==> config.mk <==
export PLATFORM = sky130hd
export DESIGN_NAME = pcie_write_splitter
export DESIGN_NICKNAME = d
export VERILOG_FILES = /design/src/rtl/pws_pkg.sv /design/src/rtl/pws_chunk_unit.sv /design/src/rtl/pcie_write_splitter.sv
export SDC_FILE = /design/constraint.sdc
export NUM_CORES = 1
export LEC_CHECK = 0
export BUFFER_PORTS_ARGS = -buffer_cell sky130_fd_sc_hd__buf_2
export CAP_MARGIN = 0
export CORE_MARGIN = 2
export CORE_UTILIZATION = 41
export DETAILED_ROUTE_END_ITERATION = 7
export MAX_ROUTING_LAYER = met4
export SLEW_MARGIN = 20
export SYNTH_ARGS = -nofsm -noshare
export SYNTH_HDL_FRONTEND = slang
export SYNTH_SLANG_ARGS = --single-unit
==> constraint.sdc <==
create_clock -name clk -period 7 [get_ports clk]
set_clock_uncertainty 0.15 [all_clocks]
set_input_delay 2.1 -clock clk [delete_from_list [all_inputs] [get_ports clk]]
set_output_delay 2.1 -clock clk [all_outputs]
set_load 0.05 [all_outputs]
==> src/rtl/pws_pkg.sv <==
`timescale 1ns / 1ps

package pws_pkg;

	localparam int ADDR_W   = 48;
	localparam int LEN_W    = 13;
	localparam int SRC_W    = 12;
	localparam int BYTES_W  = 8;
	localparam int DWORDS_W = 6;

	localparam logic [ADDR_W-1:0] FOUR_GIB = 48'h0001_0000_0000;

	typedef struct packed {
		logic [ADDR_W-1:0]   chunk_address;
		logic                wide_address;
		logic [DWORDS_W-1:0] dword_count;
		logic [3:0]          first_be;
		logic [3:0]          last_be;
		logic [SRC_W-1:0]    source_offset;
		logic [BYTES_W-1:0]  byte_count;
		logic [1:0]          lane_offset;
		logic                error;
		logic                last;
	} chunk_t;

	function automatic logic [3:0] low_enables(input logic [1:0] n);
		logic [3:0] be;
		case (n)
			2'd1:    be = 4'h1;
			2'd2:    be = 4'h3;
			2'd3:    be = 4'h7;
			default: be = 4'hf;
		endcase
		return be;
	endfunction

endpackage

==> src/rtl/pws_chunk_unit.sv <==
`timescale 1ns / 1ps

module pws_chunk_unit
	import pws_pkg::*;
#(
	parameter int CHUNK_BYTES = 128
) (
	input  logic [ADDR_W-1:0] addr,
	input  logic [LEN_W-1:0]  remain,
	input  logic [SRC_W-1:0]  src,
	input  logic              err,
	output chunk_t            chunk,
	output logic [LEN_W-1:0]  take,
	output logic [ADDR_W-1:0] next_addr
);

	localparam int CW = $clog2(CHUNK_BYTES);

	logic [1:0]       lane;
	logic             lead;
	logic [2:0]       lead_room;
	logic [LEN_W-1:0] lead_take;
	logic [3:0]       lead_en;
	logic [6:0]       lead_sh;
	logic [CW:0]      room;
	logic [LEN_W-1:0] main_take;
	logic [LEN_W-1:0] dw_sum;

	assign lane      = addr[1:0];
	assign lead      = (lane != 2'd0);
	assign lead_room = 3'd4 - {1'b0, lane};
	assign lead_take = (remain < LEN_W'(lead_room)) ? remain : LEN_W'(lead_room);
	assign lead_en   = (remain < LEN_W'(3)) ? low_enables(remain[1:0]) : 4'hf;
	assign lead_sh   = {3'b000, lead_en} << lane;

	assign room      = (CW+1)'(CHUNK_BYTES) - {1'b0, addr[CW-1:0]};
	assign main_take = (LEN_W'(room) < remain) ? LEN_W'(room) : remain;
	assign dw_sum    = main_take + LEN_W'(3);

	always_comb begin
		chunk = '0;
		take  = '0;
		if (err) begin
			chunk.error = 1'b1;
			chunk.last  = 1'b1;
		end else if (lead) begin
			take                = lead_take;
			chunk.chunk_address = {addr[ADDR_W-1:2], 2'b00};
			chunk.dword_count   = DWORDS_W'(1);
			chunk.first_be      = lead_sh[3:0];
			chunk.lane_offset   = lane;
		end else begin
			take                = main_take;
			chunk.chunk_address = addr;
			if (main_take <= LEN_W'(4)) begin
				chunk.dword_count = DWORDS_W'(1);
				chunk.first_be    = low_enables(main_take[1:0]);
			end else begin
				chunk.dword_count = dw_sum[DWORDS_W+1:2];
				chunk.first_be    = 4'hf;
				chunk.last_be     = low_enables(main_take[1:0]);
			end
		end
		if (!err) begin
			chunk.source_offset = src;
			chunk.byte_count    = take[BYTES_W-1:0];
			chunk.last          = (remain == take);
		end
		chunk.wide_address = (chunk.chunk_address >= FOUR_GIB);
	end

	assign next_addr = addr + ADDR_W'(take);

endmodule

==> src/rtl/pcie_write_splitter.sv <==
`timescale 1ns / 1ps
// Memory write request splitter.
// Input channel (in_valid/in_ready) takes one request: byte address and length.
// Output channel (out_valid/out_ready) gives one transaction per write chunk:
// an optional leading single-dword chunk for an unaligned start, then chunks
// ending on CHUNK_BYTES boundaries or at the request's end. last marks the
// final transaction of a request. A length above MAX_BYTES gives one
// transaction with error set; a zero length gives none.
// The request is first captured into the sequencer registers; each chunk is
// then computed from them and held in the output register. Throughput: one
// chunk per cycle while the receiver accepts, from a single shared chunk unit.
// in_ready is low while a request is being split and rises once its final
// chunk sits in the output register, so the next request is taken while that
// chunk waits.
// When the receiver stalls, the output register holds and the sequencer waits.
// Reset empties the output register and returns the sequencer to idle.
// CHUNK_BYTES must be a power of two.

module pcie_write_splitter
	import pws_pkg::*;
#(
	parameter int MAX_BYTES   = 4096,
	parameter int CHUNK_BYTES = 128
) (
	input  logic                clk,
	input  logic                arst_n,
	input  logic                in_valid,
	output logic                in_ready,
	input  logic [ADDR_W-1:0]   address,
	input  logic [LEN_W-1:0]    length,
	output logic                out_valid,
	input  logic                out_ready,
	output logic [ADDR_W-1:0]   chunk_address,
	output logic                wide_address,
	output logic [DWORDS_W-1:0] dword_count,
	output logic [3:0]          first_be,
	output logic [3:0]          last_be,
	output logic [SRC_W-1:0]    source_offset,
	output logic [BYTES_W-1:0]  byte_count,
	output logic [1:0]          lane_offset,
	output logic                error,
	output logic                last
);

	localparam logic [LEN_W-1:0] MAX_LEN = LEN_W'(MAX_BYTES);

	localparam logic ST_IDLE = 1'b0;
	localparam logic ST_RUN  = 1'b1;

	logic              state_q;
	logic [ADDR_W-1:0] addr_q;
	logic [LEN_W-1:0]  remain_q;
	logic [SRC_W-1:0]  src_q;
	logic              err_q;
	logic              out_valid_q;
	chunk_t            out_q;

	chunk_t            chunk;
	logic [LEN_W-1:0]  take;
	logic [ADDR_W-1:0] next_addr;
	logic              in_fire;
	logic              load;

	pws_chunk_unit #(
		.CHUNK_BYTES(CHUNK_BYTES)
	) u_chunk (
		.addr     (addr_q),
		.remain   (remain_q),
		.src      (src_q),
		.err      (err_q),
		.chunk    (chunk),
		.take     (take),
		.next_addr(next_addr)
	);

	assign in_ready = (state_q == ST_IDLE);
	assign in_fire  = in_valid && in_ready;
	assign load     = (state_q == ST_RUN) && (!out_valid_q || out_ready);

	always_ff @(posedge clk or negedge arst_n) begin
		if (!arst_n) begin
			state_q <= ST_IDLE;
		end else begin
			unique case (state_q)
				ST_IDLE: begin
					if (in_fire && length != '0) begin
						state_q <= ST_RUN;
					end
				end
				ST_RUN: begin
					if (load && chunk.last) begin
						state_q <= ST_IDLE;
					end
				end
				default: state_q <= ST_IDLE;
			endcase
		end
	end

	always_ff @(posedge clk) begin
		if (in_fire) begin
			addr_q   <= address;
			remain_q <= length;
			src_q    <= '0;
			err_q    <= (length > MAX_LEN);
		end else if (load) begin
			addr_q   <= next_addr;
			remain_q <= remain_q - take;
			src_q    <= src_q + take[SRC_W-1:0];
		end
	end

	always_ff @(posedge clk or negedge arst_n) begin
		if (!arst_n) begin
			out_valid_q <= 1'b0;
		end else if (load) begin
			out_valid_q <= 1'b1;
		end else if (out_ready) begin
			out_valid_q <= 1'b0;
		end
	end

	always_ff @(posedge clk) begin
		if (load) begin
			out_q <= chunk;
		end
	end

	assign out_valid     = out_valid_q;
	assign chunk_address = out_q.chunk_address;
	assign wide_address  = out_q.wide_address;
	assign dword_count   = out_q.dword_count;
	assign first_be      = out_q.first_be;
	assign last_be       = out_q.last_be;
	assign source_offset = out_q.source_offset;
	assign byte_count    = out_q.byte_count;
	assign lane_offset   = out_q.lane_offset;
	assign error         = out_q.error;
	assign last          = out_q.last;

	a_err_single: assert property (@(posedge clk) disable iff (!arst_n)
		out_valid && error |-> last && byte_count == '0 && dword_count == '0)
		else $error("error transaction carries chunk data");

	a_lead_single: assert property (@(posedge clk) disable iff (!arst_n)
		out_valid && lane_offset != 2'd0 |-> dword_count == DWORDS_W'(1) && last_be == 4'h0)
		else $error("leading partial chunk spans more than one dword");

	a_remain_ok: assert property (@(posedge clk) disable iff (!arst_n)
		state_q == ST_RUN && !err_q |-> remain_q != '0 && remain_q <= MAX_LEN)
		else $error("remaining length out of range while splitting");

	a_idle_after_last: assert property (@(posedge clk) disable iff (!arst_n)
		load && chunk.last |=> in_ready)
		else $error("sequencer did not return to idle after final chunk");

endmodule

==> impl_results.html, run 1 <==
<table>
<tr><th>Metric</th><th>Value</th></tr>
<tr><th colspan="2">Run status</th></tr>
<tr><td>Outcome</td><td>completed</td></tr>
<tr><th colspan="2">Synthesis</th></tr>
<tr><td>Most used flip-flop cell after synthesis</td><td>edfxtp_1</td></tr>
<tr><td>Seq cells post-synth</td><td>approximately 160</td></tr>
<tr><td>Mean instance size in the synthesized netlist</td><td>between 10 and 15 um^2</td></tr>
<tr><td>Share of the synthesized area in the top cell type</td><td>47.7%</td></tr>
<tr><td>Leading cell types by total area after synthesis</td><td>edfxtp_1, ha_1, xor2_1</td></tr>
<tr><td>Yosys warnings</td><td>0</td></tr>
<tr><td>Post-synth cell types</td><td>60</td></tr>
<tr><td>Post-synth EDFFs</td><td>approximately 150</td></tr>
<tr><td>Largest area contributor in the netlist</td><td>edfxtp_1</td></tr>
<tr><td>Synth async-reset ratio</td><td>1.23%</td></tr>
<tr><td>Post-synthesis cell count</td><td>between 900 and 1k</td></tr>
<tr><td>Sequential fraction of the synthesis area</td><td>between 50% and 60%</td></tr>
<tr><td>Netlist area before placement</td><td>9390 um^2</td></tr>
<tr><th colspan="2">Final layout</th></tr>
<tr><td>Count of inserted antenna diode cells</td><td>0</td></tr>
<tr><td>Sequential standard cell area</td><td>roughly 4800 um^2</td></tr>
<tr><td>Area taken by multi-input logic gates</td><td>4350 um^2</td></tr>
<tr><td>Number of nets at the end of the flow</td><td>approximately 1.2k</td></tr>
<tr><td>Final cell utilization of the core</td><td>49.0%</td></tr>
<tr><td>Share of final-layout standard cells stronger than drive strength 1</td><td>19.6%</td></tr>
<tr><td>Total of fill cells in the finished design</td><td>2161</td></tr>
<tr><td>Post-synthesis to final-layout area growth</td><td>17.7%</td></tr>
<tr><th colspan="2">Worst setup path</th></tr>
<tr><td>Setup Crit Path Kind</td><td>reg -&gt; reg</td></tr>
<tr><td>Maximum cell stage delay along the critical path</td><td>570 ps</td></tr>
<tr><td>Kind of cell adding the most delay to the critical path</td><td>compound AO/OA/AOI/OAI gates</td></tr>
<tr><td>Master of the slowest instance on the critical path</td><td>edfxtp_1</td></tr>
<tr><td>Critical path launch point type</td><td>flip-flop</td></tr>
<tr><td>Largest fanout on the critical path</td><td>13</td></tr>
<tr><td>Combined buffer and inverter count along the critical path</td><td>3</td></tr>
<tr><td>Reg2reg path depth</td><td>22</td></tr>
<tr><td>Category of the worst setup path capture point</td><td>flip-flop</td></tr>
<tr><td>Setup slack, reg-to-reg</td><td>about 630 ps</td></tr>
<tr><td>Arrival time worst endpoint</td><td>6380 ps</td></tr>
<tr><td>Data required time of the critical path</td><td>7010 ps</td></tr>
<tr><td>Critical path cell sequence</td><td>inv_1, ha_1, clkinv_1, nor3_1, xnor2_1, ha_1, a21o_1, a221oi_1, o21a_2, or2_1, mux2i_1, nand2b_1, a21oi_1, ha_1, nand2_1, o211ai_1, o221ai_1, o21ai_2, buf_4, nand4_1, xor2_1, o21ai_0</td></tr>
<tr><td>Crit path top cell by count</td><td>ha_1</td></tr>
<tr><td>Total stage count of the critical path</td><td>22</td></tr>
<tr><th colspan="2">Global route</th></tr>
<tr><td>Vias in the first global route</td><td>~7k</td></tr>
<tr><td>Met2 global-route usage</td><td>a little under a third</td></tr>
<tr><td>Met1 usage</td><td>~27%</td></tr>
<tr><td>GR Util All Layers</td><td>20.3%</td></tr>
<tr><td>Met3 capacity usage during global routing</td><td>slightly above 3%</td></tr>
<tr><td>Sum of overflow across all layers after global routing</td><td>0</td></tr>
<tr><td>Antenna violations before repair</td><td>0</td></tr>
<tr><td>Global-route wire length before repair</td><td>between 30 and 40 mm</td></tr>
<tr><td>Busiest metal layer after global routing</td><td>met2</td></tr>
<tr><td>Largest net degree at the start of global routing</td><td>83</td></tr>
<tr><th colspan="2">Timing</th></tr>
<tr><td>Max-slew headroom</td><td>approximately 30%</td></tr>
<tr><td>Setup-failing EPs final</td><td>0</td></tr>
<tr><td>Highest Clock Rate</td><td>between 150 and 200 MHz</td></tr>
<tr><td>Final Hold Fails</td><td>0</td></tr>
<tr><td>Final worst path period share</td><td>approximately 91%</td></tr>
<tr><td>Number of pins with negative max-slew slack in the final report</td><td>0</td></tr>
<tr><td>RSZ-0062 raised after global routing</td><td>false</td></tr>
<tr><td>Actual slew at the worst max-slew pin</td><td>~1100 ps</td></tr>
<tr><td>Minimum period implied by the final worst setup slack</td><td>roughly 6400 ps</td></tr>
<tr><td>Accumulated negative setup slack</td><td>0 ps</td></tr>
<tr><th colspan="2">Power and ir drop</th></tr>
<tr><td>Power per Cell Area</td><td>roughly 440 nW/um^2</td></tr>
<tr><td>Maximum vdd drop</td><td>0.171 mV</td></tr>
<tr><td>LEAKAGE</td><td>4.44 nW</td></tr>
<tr><th colspan="2">Clock network</th></tr>
<tr><td>Post-CTS repair timing setup buffer count</td><td>0</td></tr>
<tr><td>Count of instances resized after the clock tree is built</td><td>0</td></tr>
<tr><td>CTS hold repair buffers</td><td>0</td></tr>
<tr><td>Number of CTS-inserted buffers</td><td>17</td></tr>
<tr><td>Clk sink count</td><td>about 160</td></tr>
<tr><td>Later-pin clock latency in the skew report</td><td>about 440 ps</td></tr>
<tr><td>Max clock buf depth</td><td>2</td></tr>
<tr><td>Clock transition at the registers of the reported paths</td><td>around 70 ps</td></tr>
<tr><td>Buffer cell driving the clock tree root</td><td>clkbuf_16</td></tr>
<tr><td>CTS tree</td><td>done</td></tr>
<tr><td>H-tree levels</td><td>4</td></tr>
<tr><th colspan="2">Placed design</th></tr>
<tr><td>Count of input and output buffers</td><td>about 150</td></tr>
<tr><td>Global placer's final weighted congestion</td><td>a little over 0.9</td></tr>
<tr><td>Post-DP HPWL</td><td>between 15 and 20 mm</td></tr>
<tr><th colspan="2">Floorplan</th></tr>
<tr><td>Number of rows created at floorplan</td><td>55</td></tr>
<tr><td>Die extent in y</td><td>~160 um</td></tr>
<tr><td>Core Footprint</td><td>~23000 um^2</td></tr>
<tr><td>DIE AREA</td><td>around 24000 um^2</td></tr>
<tr><td>I/O pin count</td><td>between 150 and 200</td></tr>
<tr><td>Initial standard-cell utilization of the core</td><td>about 42%</td></tr>
<tr><td>Die width</td><td>between 150 and 200 um</td></tr>
<tr><th colspan="2">Run</th></tr>
<tr><td>Reported max-cap violation count</td><td>0</td></tr>
<tr><th colspan="2">Routing</th></tr>
<tr><td>Post-detailed-routing wire length</td><td>23.5 mm</td></tr>
<tr><td>DRC violation count after routing</td><td>0</td></tr>
<tr><td>Final routed wire length divided by cell count</td><td>about 17 um</td></tr>
<tr><td>Detailed Routing Iterations Pass 1</td><td>5</td></tr>
<tr><td>Vias per Instance</td><td>approximately 5.3</td></tr>
<tr><td>Drt first-iter violations</td><td>approximately 400</td></tr>
<tr><td>Remaining antenna violation count</td><td>0</td></tr>
<tr><td>Number of vias in the routed layout</td><td>between 7k and 8k</td></tr>
<tr><th colspan="2">Worst hold path</th></tr>
<tr><td>Worst hold-check path type</td><td>reg -&gt; reg</td></tr>
<tr><td>Cell depth of the worst hold path</td><td>1</td></tr>
</table>
Yosys cell counts, drive strengths merged, types with 12 or more instances:
library cell and instances:
o21a 13, inv 35, o211ai 12, and3 17, o21ai 71, a21o 15, nor3 21, dfxtp 12
clkbuf 28, nand4 13, xnor2 18, buf 12, xor2 46, nand3 30, ha 51, a21oi 37
nor2b 62, edfxtp 149, nor2 63, nand2 85
cells by family (layout without fill, tap and decap cells):
| group | Yosys count | after routing | synth area share (%) |
|---|---|---|---|
| AO/OA/AOI/OAI | 202 | 202 | 13.9 |
| XOR/XNOR | 64 | 64 | 5.97 |
| adder cells (fa/ha/maj) | 54 | 54 | 7.44 |
| buffers and inverters | 77 | 234 | 3.33 |
| flip-flops | 163 | 163 | 50.8 |
| multiplexers | 8 | 8 | 0.907 |
| other | 2 | 12 | 0.0800 |
| AND/OR/NAND/NOR | 331 | 331 | 17.6 |
where the power goes:
| group | internal (mW) | leakage, nW | switching (mW) |
|---|---|---|---|
| registers | 1.47 | 1.59 | 0.225 |
| logic | 0.765 | 2.56 | 1.43 |
| clock network | 0.479 | 0.286 | 0.452 |
| total | 2.71 | 4.44 | 2.11 |
cells in the final DEF (no fill, tap or decap), types with 13 or more instances in the layout:
cell,instances
xor2_1,46
edfxtp_1,149
nor2b_1,62
nand3_1,30
xnor2_1,18
buf_2,153
nor2_1,63
nor3_1,21
and3_1,17
a21o_1,15
nand4_1,13
nand2_1,84
o21ai_0,70
clkbuf_16,17
a21oi_1,37
ha_1,51
inv_1,34
worst paths after layout:
path,startpoint,endpoint
setup reg to reg,addr_q[0],addr_q[31]
hold reg to reg,src_q[11],src_q[11]
setup / recovery,addr_q[0],addr_q[31]
hold / removal,src_q[11],src_q[11]
max in group asynchronous,arst_n,out_valid
min in group asynchronous,arst_n,state_q
registers in the layout, indices dropped and copies added (netlist names), 2 cells and up:
name and cells:
lane_offset 2, addr_q 48, last_be 4, source_offset 12, dword_count 6, first_be 4
chunk_address 48, byte_count 8, remain_q 13, src_q 12
layer usage:
metal | routed length, um | vias up
met1 | 11400 | 3309
met3 | 1150 | 41
met2 | 10300 | 220
met4 | 588 | 0
met5 | 0 | -
li1 | - | 3593
per-stage QoR:
| stage | area, um^2 | total power, mW | std cells | worst slack (ps) | hold slack [ps] |
|---|---|---|---|---|---|
| 4_1_cts | 11100 | 4.83 | 1353 | 727 | 323 |
| 3_5_place_dp | 10500 | 3.88 | 1321 | 760 | 313 |
| 3_3_place_gp | 10500 | 3.88 | 1321 | 881 | 301 |
| 5_1_grt | 11100 | 5.16 | 1353 | 135 | 351 |
| 2_1_floorplan | 9420 | 3.36 | 911 | 1490 | 286 |
| 6_report | 11100 | 4.82 | 1353 | 632 | 317 |
cell type report:
cell class                 instances  share of cell area, %
clock buffer                      17                   3.85
clock inverter                    15                   1.45
sequential                       163                   43.1
multi-input combinational        671                   39.3
timing repair buffer             165                   7.74
inverter                          37                   1.27
tap                              285                   3.23
(Power assumes the default switching activity.)
==> run 2: changes to the inputs <==
CAP_MARGIN = default   (was 0)
CORE_MARGIN = default   (was 2)
==> impl_results.html, run 2 (same netlist as run 1, synthesis figures left out) <==
<table>
<tr><th>Metric</th><th>Value</th></tr>
<tr><th colspan="2">Run status</th></tr>
<tr><td>Outcome</td><td>completed (unchanged)</td></tr>
<tr><th colspan="2">Clock network</th></tr>
<tr><td>CTS tree</td><td>done (unchanged)</td></tr>
<tr><td>Clk sink count</td><td>163 (unchanged)</td></tr>
<tr><td>Max clock buf depth</td><td>2 (unchanged)</td></tr>
<tr><td>Number of CTS-inserted buffers</td><td>17 (unchanged)</td></tr>
<tr><td>Later-pin clock latency in the skew report</td><td>430 ps (was 440 ps)</td></tr>
<tr><td>Clock transition at the registers of the reported paths</td><td>60 ps (was 70 ps)</td></tr>
<tr><td>H-tree levels</td><td>4 (unchanged)</td></tr>
<tr><td>Buffer cell driving the clock tree root</td><td>clkbuf_16 (unchanged)</td></tr>
<tr><td>Count of instances resized after the clock tree is built</td><td>0 (unchanged)</td></tr>
<tr><td>CTS hold repair buffers</td><td>0 (unchanged)</td></tr>
<tr><td>Post-CTS repair timing setup buffer count</td><td>0 (unchanged)</td></tr>
<tr><th colspan="2">Placed design</th></tr>
<tr><td>Post-DP HPWL</td><td>16.4 mm (was 16.5 mm)</td></tr>
<tr><td>Count of input and output buffers</td><td>153 (unchanged)</td></tr>
<tr><td>Worst setup timing slack at the placement stage</td><td>882 ps (was 760 ps)</td></tr>
<tr><td>Global placer's final weighted congestion</td><td>0.905 (was 0.917)</td></tr>
<tr><td>Cell area after placement</td><td>10400 um^2 (was 10500 um^2)</td></tr>
<tr><th colspan="2">Timing</th></tr>
<tr><td>Hold WS</td><td>324 ps (was 317 ps)</td></tr>
<tr><td>Max-slew headroom</td><td>31.4% (was 29.8%)</td></tr>
<tr><td>Number of pins with negative max-slew slack in the final report</td><td>0 (unchanged)</td></tr>
<tr><td>Minimum period implied by the final worst setup slack</td><td>6230 ps (was 6370 ps)</td></tr>
<tr><td>Accumulated negative setup slack</td><td>0 ps (unchanged)</td></tr>
<tr><td>RSZ-0062 raised after global routing</td><td>false (unchanged)</td></tr>
<tr><td>Setup ws final</td><td>769 ps (was 632 ps)</td></tr>
<tr><td>Setup-failing EPs final</td><td>0 (unchanged)</td></tr>
<tr><td>Actual slew at the worst max-slew pin</td><td>1030 ps (was 1050 ps)</td></tr>
<tr><td>Highest Clock Rate</td><td>160 MHz (was 157 MHz)</td></tr>
<tr><td>Final worst path period share</td><td>89.0% (was 91.0%)</td></tr>
<tr><td>Final Hold Fails</td><td>0 (unchanged)</td></tr>
<tr><th colspan="2">Global route</th></tr>
<tr><td>Antenna violations before repair</td><td>2 (was 0)</td></tr>
<tr><td>Largest net degree at the start of global routing</td><td>75 (was 83)</td></tr>
<tr><td>GR Util All Layers</td><td>20.8% (was 20.3%)</td></tr>
<tr><td>Vias in the first global route</td><td>6877 (was 6995)</td></tr>
<tr><td>Sum of overflow across all layers after global routing</td><td>0 (unchanged)</td></tr>
<tr><td>Global-route wire length before repair</td><td>36.9 mm (was 36.8 mm)</td></tr>
<tr><th colspan="2">Power and ir drop</th></tr>
<tr><td>LEAKAGE</td><td>4.45 nW (was 4.44 nW)</td></tr>
<tr><td>Power per Cell Area</td><td>441 nW/um^2 (was 436 nW/um^2)</td></tr>
<tr><td>Post-layout total power</td><td>4.87 mW (was 4.82 mW)</td></tr>
<tr><td>Maximum vdd drop</td><td>0.167 mV (was 0.171 mV)</td></tr>
<tr><th colspan="2">Final layout</th></tr>
<tr><td>Number of nets at the end of the flow</td><td>1172 (was 1174)</td></tr>
<tr><td>Post-synthesis to final-layout area growth</td><td>17.8% (was 17.7%)</td></tr>
<tr><td>Highest-count cells in the layout ignoring fill and taps</td><td>buf_2, edfxtp_1, nand2_1 (unchanged)</td></tr>
<tr><td>Most common library cell in the layout ignoring fill and taps</td><td>buf_2 (unchanged)</td></tr>
<tr><td>Share of final-layout standard cells stronger than drive strength 1</td><td>19.3% (was 19.6%)</td></tr>
<tr><td>Area taken by multi-input logic gates</td><td>4350 um^2 (unchanged)</td></tr>
<tr><td>Total of fill cells in the finished design</td><td>2066 (was 2161)</td></tr>
<tr><td>Sequential standard cell area</td><td>4760 um^2 (unchanged)</td></tr>
<tr><td>Fin area</td><td>11100 um^2 (about the same)</td></tr>
<tr><th colspan="2">Routing</th></tr>
<tr><td>Remaining antenna violation count</td><td>0 (unchanged)</td></tr>
<tr><td>Drt first-iter violations</td><td>442 (was 402)</td></tr>
<tr><td>Detailed Routing Iterations Pass 1</td><td>4 (was 5)</td></tr>
<tr><td>DRC violation count after routing</td><td>0 (unchanged)</td></tr>
<tr><td>Post-detailed-routing wire length</td><td>23.0 mm (was 23.5 mm)</td></tr>
<tr><td>Vias per Instance</td><td>5.36 (was 5.29)</td></tr>
<tr><td>Number of vias in the routed layout</td><td>7222 (was 7163)</td></tr>
<tr><td>Final routed wire length divided by cell count</td><td>17.1 um (was 17.3 um)</td></tr>
<tr><th colspan="2">Floorplan</th></tr>
<tr><td>Initial standard-cell utilization of the core</td><td>42.3% (was 41.6%)</td></tr>
<tr><td>Core Footprint</td><td>22200 um^2 (was 22600 um^2)</td></tr>
<tr><td>DIE AREA</td><td>23500 um^2 (was 24100 um^2)</td></tr>
<tr><td>Die width</td><td>153 um (was 155 um)</td></tr>
<tr><td>Number of rows created at floorplan</td><td>54 (was 55)</td></tr>
<tr><td>Die extent in y</td><td>153 um (was 155 um)</td></tr>
<tr><td>I/O pin count</td><td>154 (unchanged)</td></tr>
<tr><th colspan="2">Worst setup path</th></tr>
<tr><td>Setup slack, reg-to-reg</td><td>770 ps (was 630 ps)</td></tr>
<tr><td>Arrival time worst endpoint</td><td>6350 ps (was 6380 ps)</td></tr>
<tr><td>Largest fanout on the critical path</td><td>17 (was 13)</td></tr>
<tr><td>CP Launch Point</td><td>addr_q[0] (unchanged)</td></tr>
<tr><td>Setup Crit Path Kind</td><td>reg -&gt; reg (unchanged)</td></tr>
<tr><td>Critical path launch point type</td><td>flip-flop (unchanged)</td></tr>
<tr><td>Category of the worst setup path capture point</td><td>flip-flop (unchanged)</td></tr>
<tr><td>Startpoint of the lowest-slack register-to-register path</td><td>addr_q[0] (unchanged)</td></tr>
<tr><td>Data required time of the critical path</td><td>7120 ps (was 7010 ps)</td></tr>
<tr><td>Reg2reg path depth</td><td>22 (unchanged)</td></tr>
<tr><th colspan="2">Run</th></tr>
<tr><td>Reported max-cap violation count</td><td>0 (unchanged)</td></tr>
<tr><th colspan="2">Worst hold path</th></tr>
<tr><td>Worst hold-check path type</td><td>reg -&gt; reg (unchanged)</td></tr>
<tr><td>Cell depth of the worst hold path</td><td>1 (unchanged)</td></tr>
<tr><td>Min-Delay Startpoint</td><td>src_q[11] (unchanged)</td></tr>
</table>
run 2: changes by cell type in the layout (fill, tap and decap cells not counted):
cell        change
clkinv_4        +1
clkinvlp_4      -1
buf_4           -2
clkinv_2        +3
inv_8           -5
bufinv_16       +3
clkbuf_1        +1
diode_2         +2
clkinv_8        -2
run 2: final timing paths:
kind / to
worst min register to register: src_q[11]
worst min-delay path: src_q[11]
max in group asynchronous: out_valid
worst max register to register: addr_q[47]
worst max-delay path: addr_q[47]
min in group asynchronous: state_q
run 2: critical path, stage by stage, from the launching register on:
cell and delay (ps):
edfxtp_1 570, inv_1 230, ha_1 210, clkinv_1 220
nor3_1 280, xnor2_1 280, ha_1 340, a21o_1 180
a221oi_1 290, o21a_2 240, or2_1 140, mux2i_1 460
nand2b_1 220, a21oi_1 110, ha_1 420, nand2_1 70
o211ai_1 280, o221ai_1 280, o21ai_2 170, buf_4 250
nand2_1 130, or3_1 380, a31oi_1 160
run 2: per-layer routing:
layer / vias up / track usage [%] / wire length (um)
met3: 25 / 3.32 / 1100
met5: - / - / 0
met4: 0 / 6.06 / 374
met1: 3393 / 28.9 / 11500
li1: 3593 / - / -
met2: 211 / 31.2 / 10100
run 2: metrics by stage:
stage,utilization (%),cells
6_report,49.9,1348
5_1_grt,49.9,1348
4_1_cts,49.9,1346
3_5_place_dp,47.1,1314
3_3_place_gp,47.1,1314
2_1_floorplan,-,911
run 2: power by group:
group,internal [mW],switching (mW)
sequential,1.47,0.231
clock,0.568,0.403
combinational,0.768,1.43
total,2.81,2.06
run 2: final cells by class:
class                           instances  area share [%]
Antenna cell                            2          0.0453
Clock buffer                           18            3.88
Clock inverter                         14            1.61
Inverter                               37            1.27
Multi-Input combinational cell        671            39.3
Sequential cell                       163            43.1
Tap cell                              280            3.17
Timing Repair Buffer                  163            7.61
==> run 3: changes to the inputs <==
clock period = 6.5 ns   (was 7 ns; I/O delays follow)
==> impl_results.html, run 3 (same netlist as run 1, synthesis figures left out) <==
<table>
<tr><th>Metric</th><th>Value</th></tr>
<tr><th colspan="2">Timing</th></tr>
<tr><td>Setup-failing EPs final</td><td>0 (unchanged)</td></tr>
<tr><td>Number of pins with negative max-slew slack in the final report</td><td>0 (unchanged)</td></tr>
<tr><td>Actual slew at the worst max-slew pin</td><td>928 ps (was 1030 ps)</td></tr>
<tr><td>Highest Clock Rate</td><td>169 MHz (was 160 MHz)</td></tr>
<tr><td>Final worst path period share</td><td>90.9% (was 89.0%)</td></tr>
<tr><td>Max-slew headroom</td><td>38.1% (was 31.4%)</td></tr>
<tr><td>Minimum period implied by the final worst setup slack</td><td>5910 ps (was 6230 ps)</td></tr>
<tr><td>RSZ-0062 raised after global routing</td><td>false (unchanged)</td></tr>
<tr><td>Accumulated negative setup slack</td><td>0 ps (unchanged)</td></tr>
<tr><td>Final Hold Fails</td><td>0 (unchanged)</td></tr>
<tr><th colspan="2">Routing</th></tr>
<tr><td>Number of vias in the routed layout</td><td>7245 (was 7222)</td></tr>
<tr><td>Drt first-iter violations</td><td>508 (was 442)</td></tr>
<tr><td>Remaining antenna violation count</td><td>0 (unchanged)</td></tr>
<tr><td>Vias per Instance</td><td>5.37 (was 5.36)</td></tr>
<tr><td>Final routed wire length divided by cell count</td><td>17.1 um (about the same)</td></tr>
<tr><td>Detailed Routing Iterations Pass 1</td><td>5 (was 4)</td></tr>
<tr><td>Post-detailed-routing wire length</td><td>23.1 mm (was 23.0 mm)</td></tr>
<tr><td>DRC violation count after routing</td><td>0 (unchanged)</td></tr>
<tr><th colspan="2">Global route</th></tr>
<tr><td>GR Util All Layers</td><td>20.9% (was 20.8%)</td></tr>
<tr><td>Vias in the first global route</td><td>6856 (was 6877)</td></tr>
<tr><td>Antenna violations before repair</td><td>1 (was 2)</td></tr>
<tr><td>Sum of overflow across all layers after global routing</td><td>0 (unchanged)</td></tr>
<tr><td>Largest net degree at the start of global routing</td><td>75 (unchanged)</td></tr>
<tr><td>Global-route wire length before repair</td><td>36.9 mm (unchanged)</td></tr>
<tr><th colspan="2">Clock network</th></tr>
<tr><td>Max clock buf depth</td><td>2 (unchanged)</td></tr>
<tr><td>Post-CTS repair timing setup buffer count</td><td>0 (unchanged)</td></tr>
<tr><td>Clk sink count</td><td>163 (unchanged)</td></tr>
<tr><td>Later-pin clock latency in the skew report</td><td>440 ps (was 430 ps)</td></tr>
<tr><td>CTS tree</td><td>done (unchanged)</td></tr>
<tr><td>H-tree levels</td><td>4 (unchanged)</td></tr>
<tr><td>Clock transition at the registers of the reported paths</td><td>70 ps (was 60 ps)</td></tr>
<tr><td>Buffer cell driving the clock tree root</td><td>clkbuf_16 (unchanged)</td></tr>
<tr><td>Number of CTS-inserted buffers</td><td>17 (unchanged)</td></tr>
<tr><th colspan="2">Power and ir drop</th></tr>
<tr><td>Clk network pwr share</td><td>19.7% (was 19.9%)</td></tr>
<tr><td>Share of total power in sequential cells</td><td>34.6% (was 35.0%)</td></tr>
<tr><td>Power spent charging and discharging nets</td><td>2.25 mW (was 2.06 mW)</td></tr>
<tr><td>Sw Share</td><td>42.9% (was 42.4%)</td></tr>
<tr><td>Internal portion of total power</td><td>3.00 mW (was 2.81 mW)</td></tr>
<tr><td>Maximum vdd drop</td><td>0.202 mV (was 0.167 mV)</td></tr>
<tr><td>Power per Cell Area</td><td>473 nW/um^2 (was 441 nW/um^2)</td></tr>
<tr><td>Combinational cell fraction of total power</td><td>45.6% (was 45.1%)</td></tr>
<tr><td>LEAKAGE</td><td>4.45 nW (about the same)</td></tr>
<tr><th colspan="2">Worst setup path</th></tr>
<tr><td>Maximum cell stage delay along the critical path</td><td>430 ps (was 570 ps)</td></tr>
<tr><td>Arrival time worst endpoint</td><td>6030 ps (was 6350 ps)</td></tr>
<tr><td>Master of the slowest instance on the critical path</td><td>ha_1 (was edfxtp_1)</td></tr>
<tr><td>Data required time of the critical path</td><td>6620 ps (was 7120 ps)</td></tr>
<tr><td>Setup slack, reg-to-reg</td><td>590 ps (was 770 ps)</td></tr>
<tr><td>Largest fanout on the critical path</td><td>17 (unchanged)</td></tr>
<tr><td>Critical path launch point type</td><td>flip-flop (unchanged)</td></tr>
<tr><td>Critical path cell sequence</td><td>inv_1, ha_1, clkinv_1, nor3_1, xnor2_1, ha_1, a21o_1, a221oi_1, o21a_2, or2_1, mux2i_1, nand2b_1, a21oi_1, ha_1, nand2_1, o211ai_1, o221ai_1, o21ai_2, buf_4, nand2_1, or3_1, a31oi_1 (unchanged)</td></tr>
<tr><td>Combined buffer and inverter count along the critical path</td><td>3 (unchanged)</td></tr>
<tr><td>Kind of cell adding the most delay to the critical path</td><td>compound AO/OA/AOI/OAI gates (unchanged)</td></tr>
<tr><td>Category of the worst setup path capture point</td><td>flip-flop (unchanged)</td></tr>
<tr><td>Crit path top cell by count</td><td>ha_1 (unchanged)</td></tr>
<tr><td>Setup Crit Path Kind</td><td>reg -&gt; reg (unchanged)</td></tr>
<tr><th colspan="2">Final layout</th></tr>
<tr><td>Share of final-layout standard cells stronger than drive strength 1</td><td>19.6% (was 19.3%)</td></tr>
<tr><td>Highest-count cells in the layout ignoring fill and taps</td><td>buf_2, edfxtp_1, nand2_1 (unchanged)</td></tr>
<tr><td>Post-synthesis to final-layout area growth</td><td>18.0% (was 17.8%)</td></tr>
<tr><td>Final cell count without fillers</td><td>1350 (was 1348)</td></tr>
<tr><td>Number of nets at the end of the flow</td><td>1175 (was 1172)</td></tr>
<tr><td>Most common library cell in the layout ignoring fill and taps</td><td>buf_2 (unchanged)</td></tr>
<tr><th colspan="2">Floorplan</th></tr>
<tr><td>Initial standard-cell utilization of the core</td><td>42.3% (unchanged)</td></tr>
<tr><td>Die width</td><td>153 um (unchanged)</td></tr>
<tr><td>I/O pin count</td><td>154 (unchanged)</td></tr>
<tr><td>Core Footprint</td><td>22200 um^2 (unchanged)</td></tr>
<tr><td>DIE AREA</td><td>23500 um^2 (unchanged)</td></tr>
<tr><td>Die extent in y</td><td>153 um (unchanged)</td></tr>
<tr><td>Number of rows created at floorplan</td><td>54 (unchanged)</td></tr>
<tr><th colspan="2">Run</th></tr>
<tr><td>Reported max-cap violation count</td><td>0 (unchanged)</td></tr>
<tr><th colspan="2">Placed design</th></tr>
<tr><td>Global placer's final weighted congestion</td><td>0.901 (was 0.905)</td></tr>
<tr><td>Post-DP HPWL</td><td>16.5 mm (was 16.4 mm)</td></tr>
<tr><td># placed instances</td><td>1317 (was 1314)</td></tr>
<tr><td>Count of input and output buffers</td><td>153 (unchanged)</td></tr>
<tr><th colspan="2">Run status</th></tr>
<tr><td>Outcome</td><td>completed (unchanged)</td></tr>
<tr><th colspan="2">Worst hold path</th></tr>
<tr><td>Worst hold-check path type</td><td>reg -&gt; reg (unchanged)</td></tr>
</table>
## run 3: cell types whose count changed in the layout (fill, tap and decap cells not counted), sizes merged
cell / previous run / this run
clkinvlp: 0 / 2
clkbuf: 18 / 17
clkinv: 9 / 6
buf: 163 / 166
inv: 39 / 42
bufinv: 3 / 2
diode: 2 / 1
## run 3: timing repair
item / 4_1_cts / 5_1_grt
endpoints found under the setup margin: 0 / 4
gates resized for setup: 0 / 2
hold buffers: 0 / 0
## run 3: power by group through the flow
stage	registers [mW]	logic [mW]	clock network, mW
6_report	1.82	2.39	1.04
5_1_grt	1.85	2.66	1.10
4_1_cts	1.82	2.38	1.05
3_5_place_dp	1.84	2.36	0
3_3_place_gp	1.83	2.36	0
2_1_floorplan	2.16	1.47	0
## run 3: worst paths after layout
check | depth (start not counted) | startpoint | to
hold / removal | 1 | src_q[11] | src_q[11]
hold reg to reg | 1 | src_q[11] | src_q[11]
setup / recovery | 22 | addr_q[0] | addr_q[47]
setup reg to reg | 22 | addr_q[0] | addr_q[47]
min in group asynchronous | 1 | arst_n | state_q
max in group asynchronous | 1 | arst_n | out_valid
## run 3: layout make-up
class                           instances  area (um^2)
Fill cell                            2078        11100
Sequential cell                       163         4760
Multi-Input combinational cell        671         4350
Timing Repair Buffer                  166          863
Clock buffer                           17          425
Tap cell                              280          350
Clock inverter                         15          174
Inverter                               37          140
Antenna cell                            1         2.50
## run 3: metal layers
layer / share of wire [%] / vias to the layer above / wire (um) / GRT usage [%]
met3: 5.0 / 30 / 1160 / 3.86
met5: 0 / - / 0 / -
met1: 49 / 3412 / 11300 / 29.3
met4: 1.9 / 0 / 433 / 6.59
met2: 44 / 207 / 10200 / 30.3
li1: - / 3596 / - / -
## run 3: per-stage QoR
step	hold WS, ps	util, %	cell area [um^2]	power, mW	worst slack, ps
2_1_floorplan	286	-	9420	3.62	992
3_3_place_gp	305	47.2	10500	4.19	721
3_5_place_dp	315	47.2	10500	4.20	535
4_1_cts	323	49.9	11100	5.24	507
5_1_grt	357	50.0	11100	5.60	25.1
6_report	321	50.0	11100	5.24	593
## run 3: worst reg2reg max path: cells and delay by family (launching register included)
kind,cells,cell delay (ps)
compound gates,8,1680
simple gates,6,1210
fa+ha+maj,3,970
buf+inv,3,640
flops,1,420
mux,1,410
xor+xnor,1,280
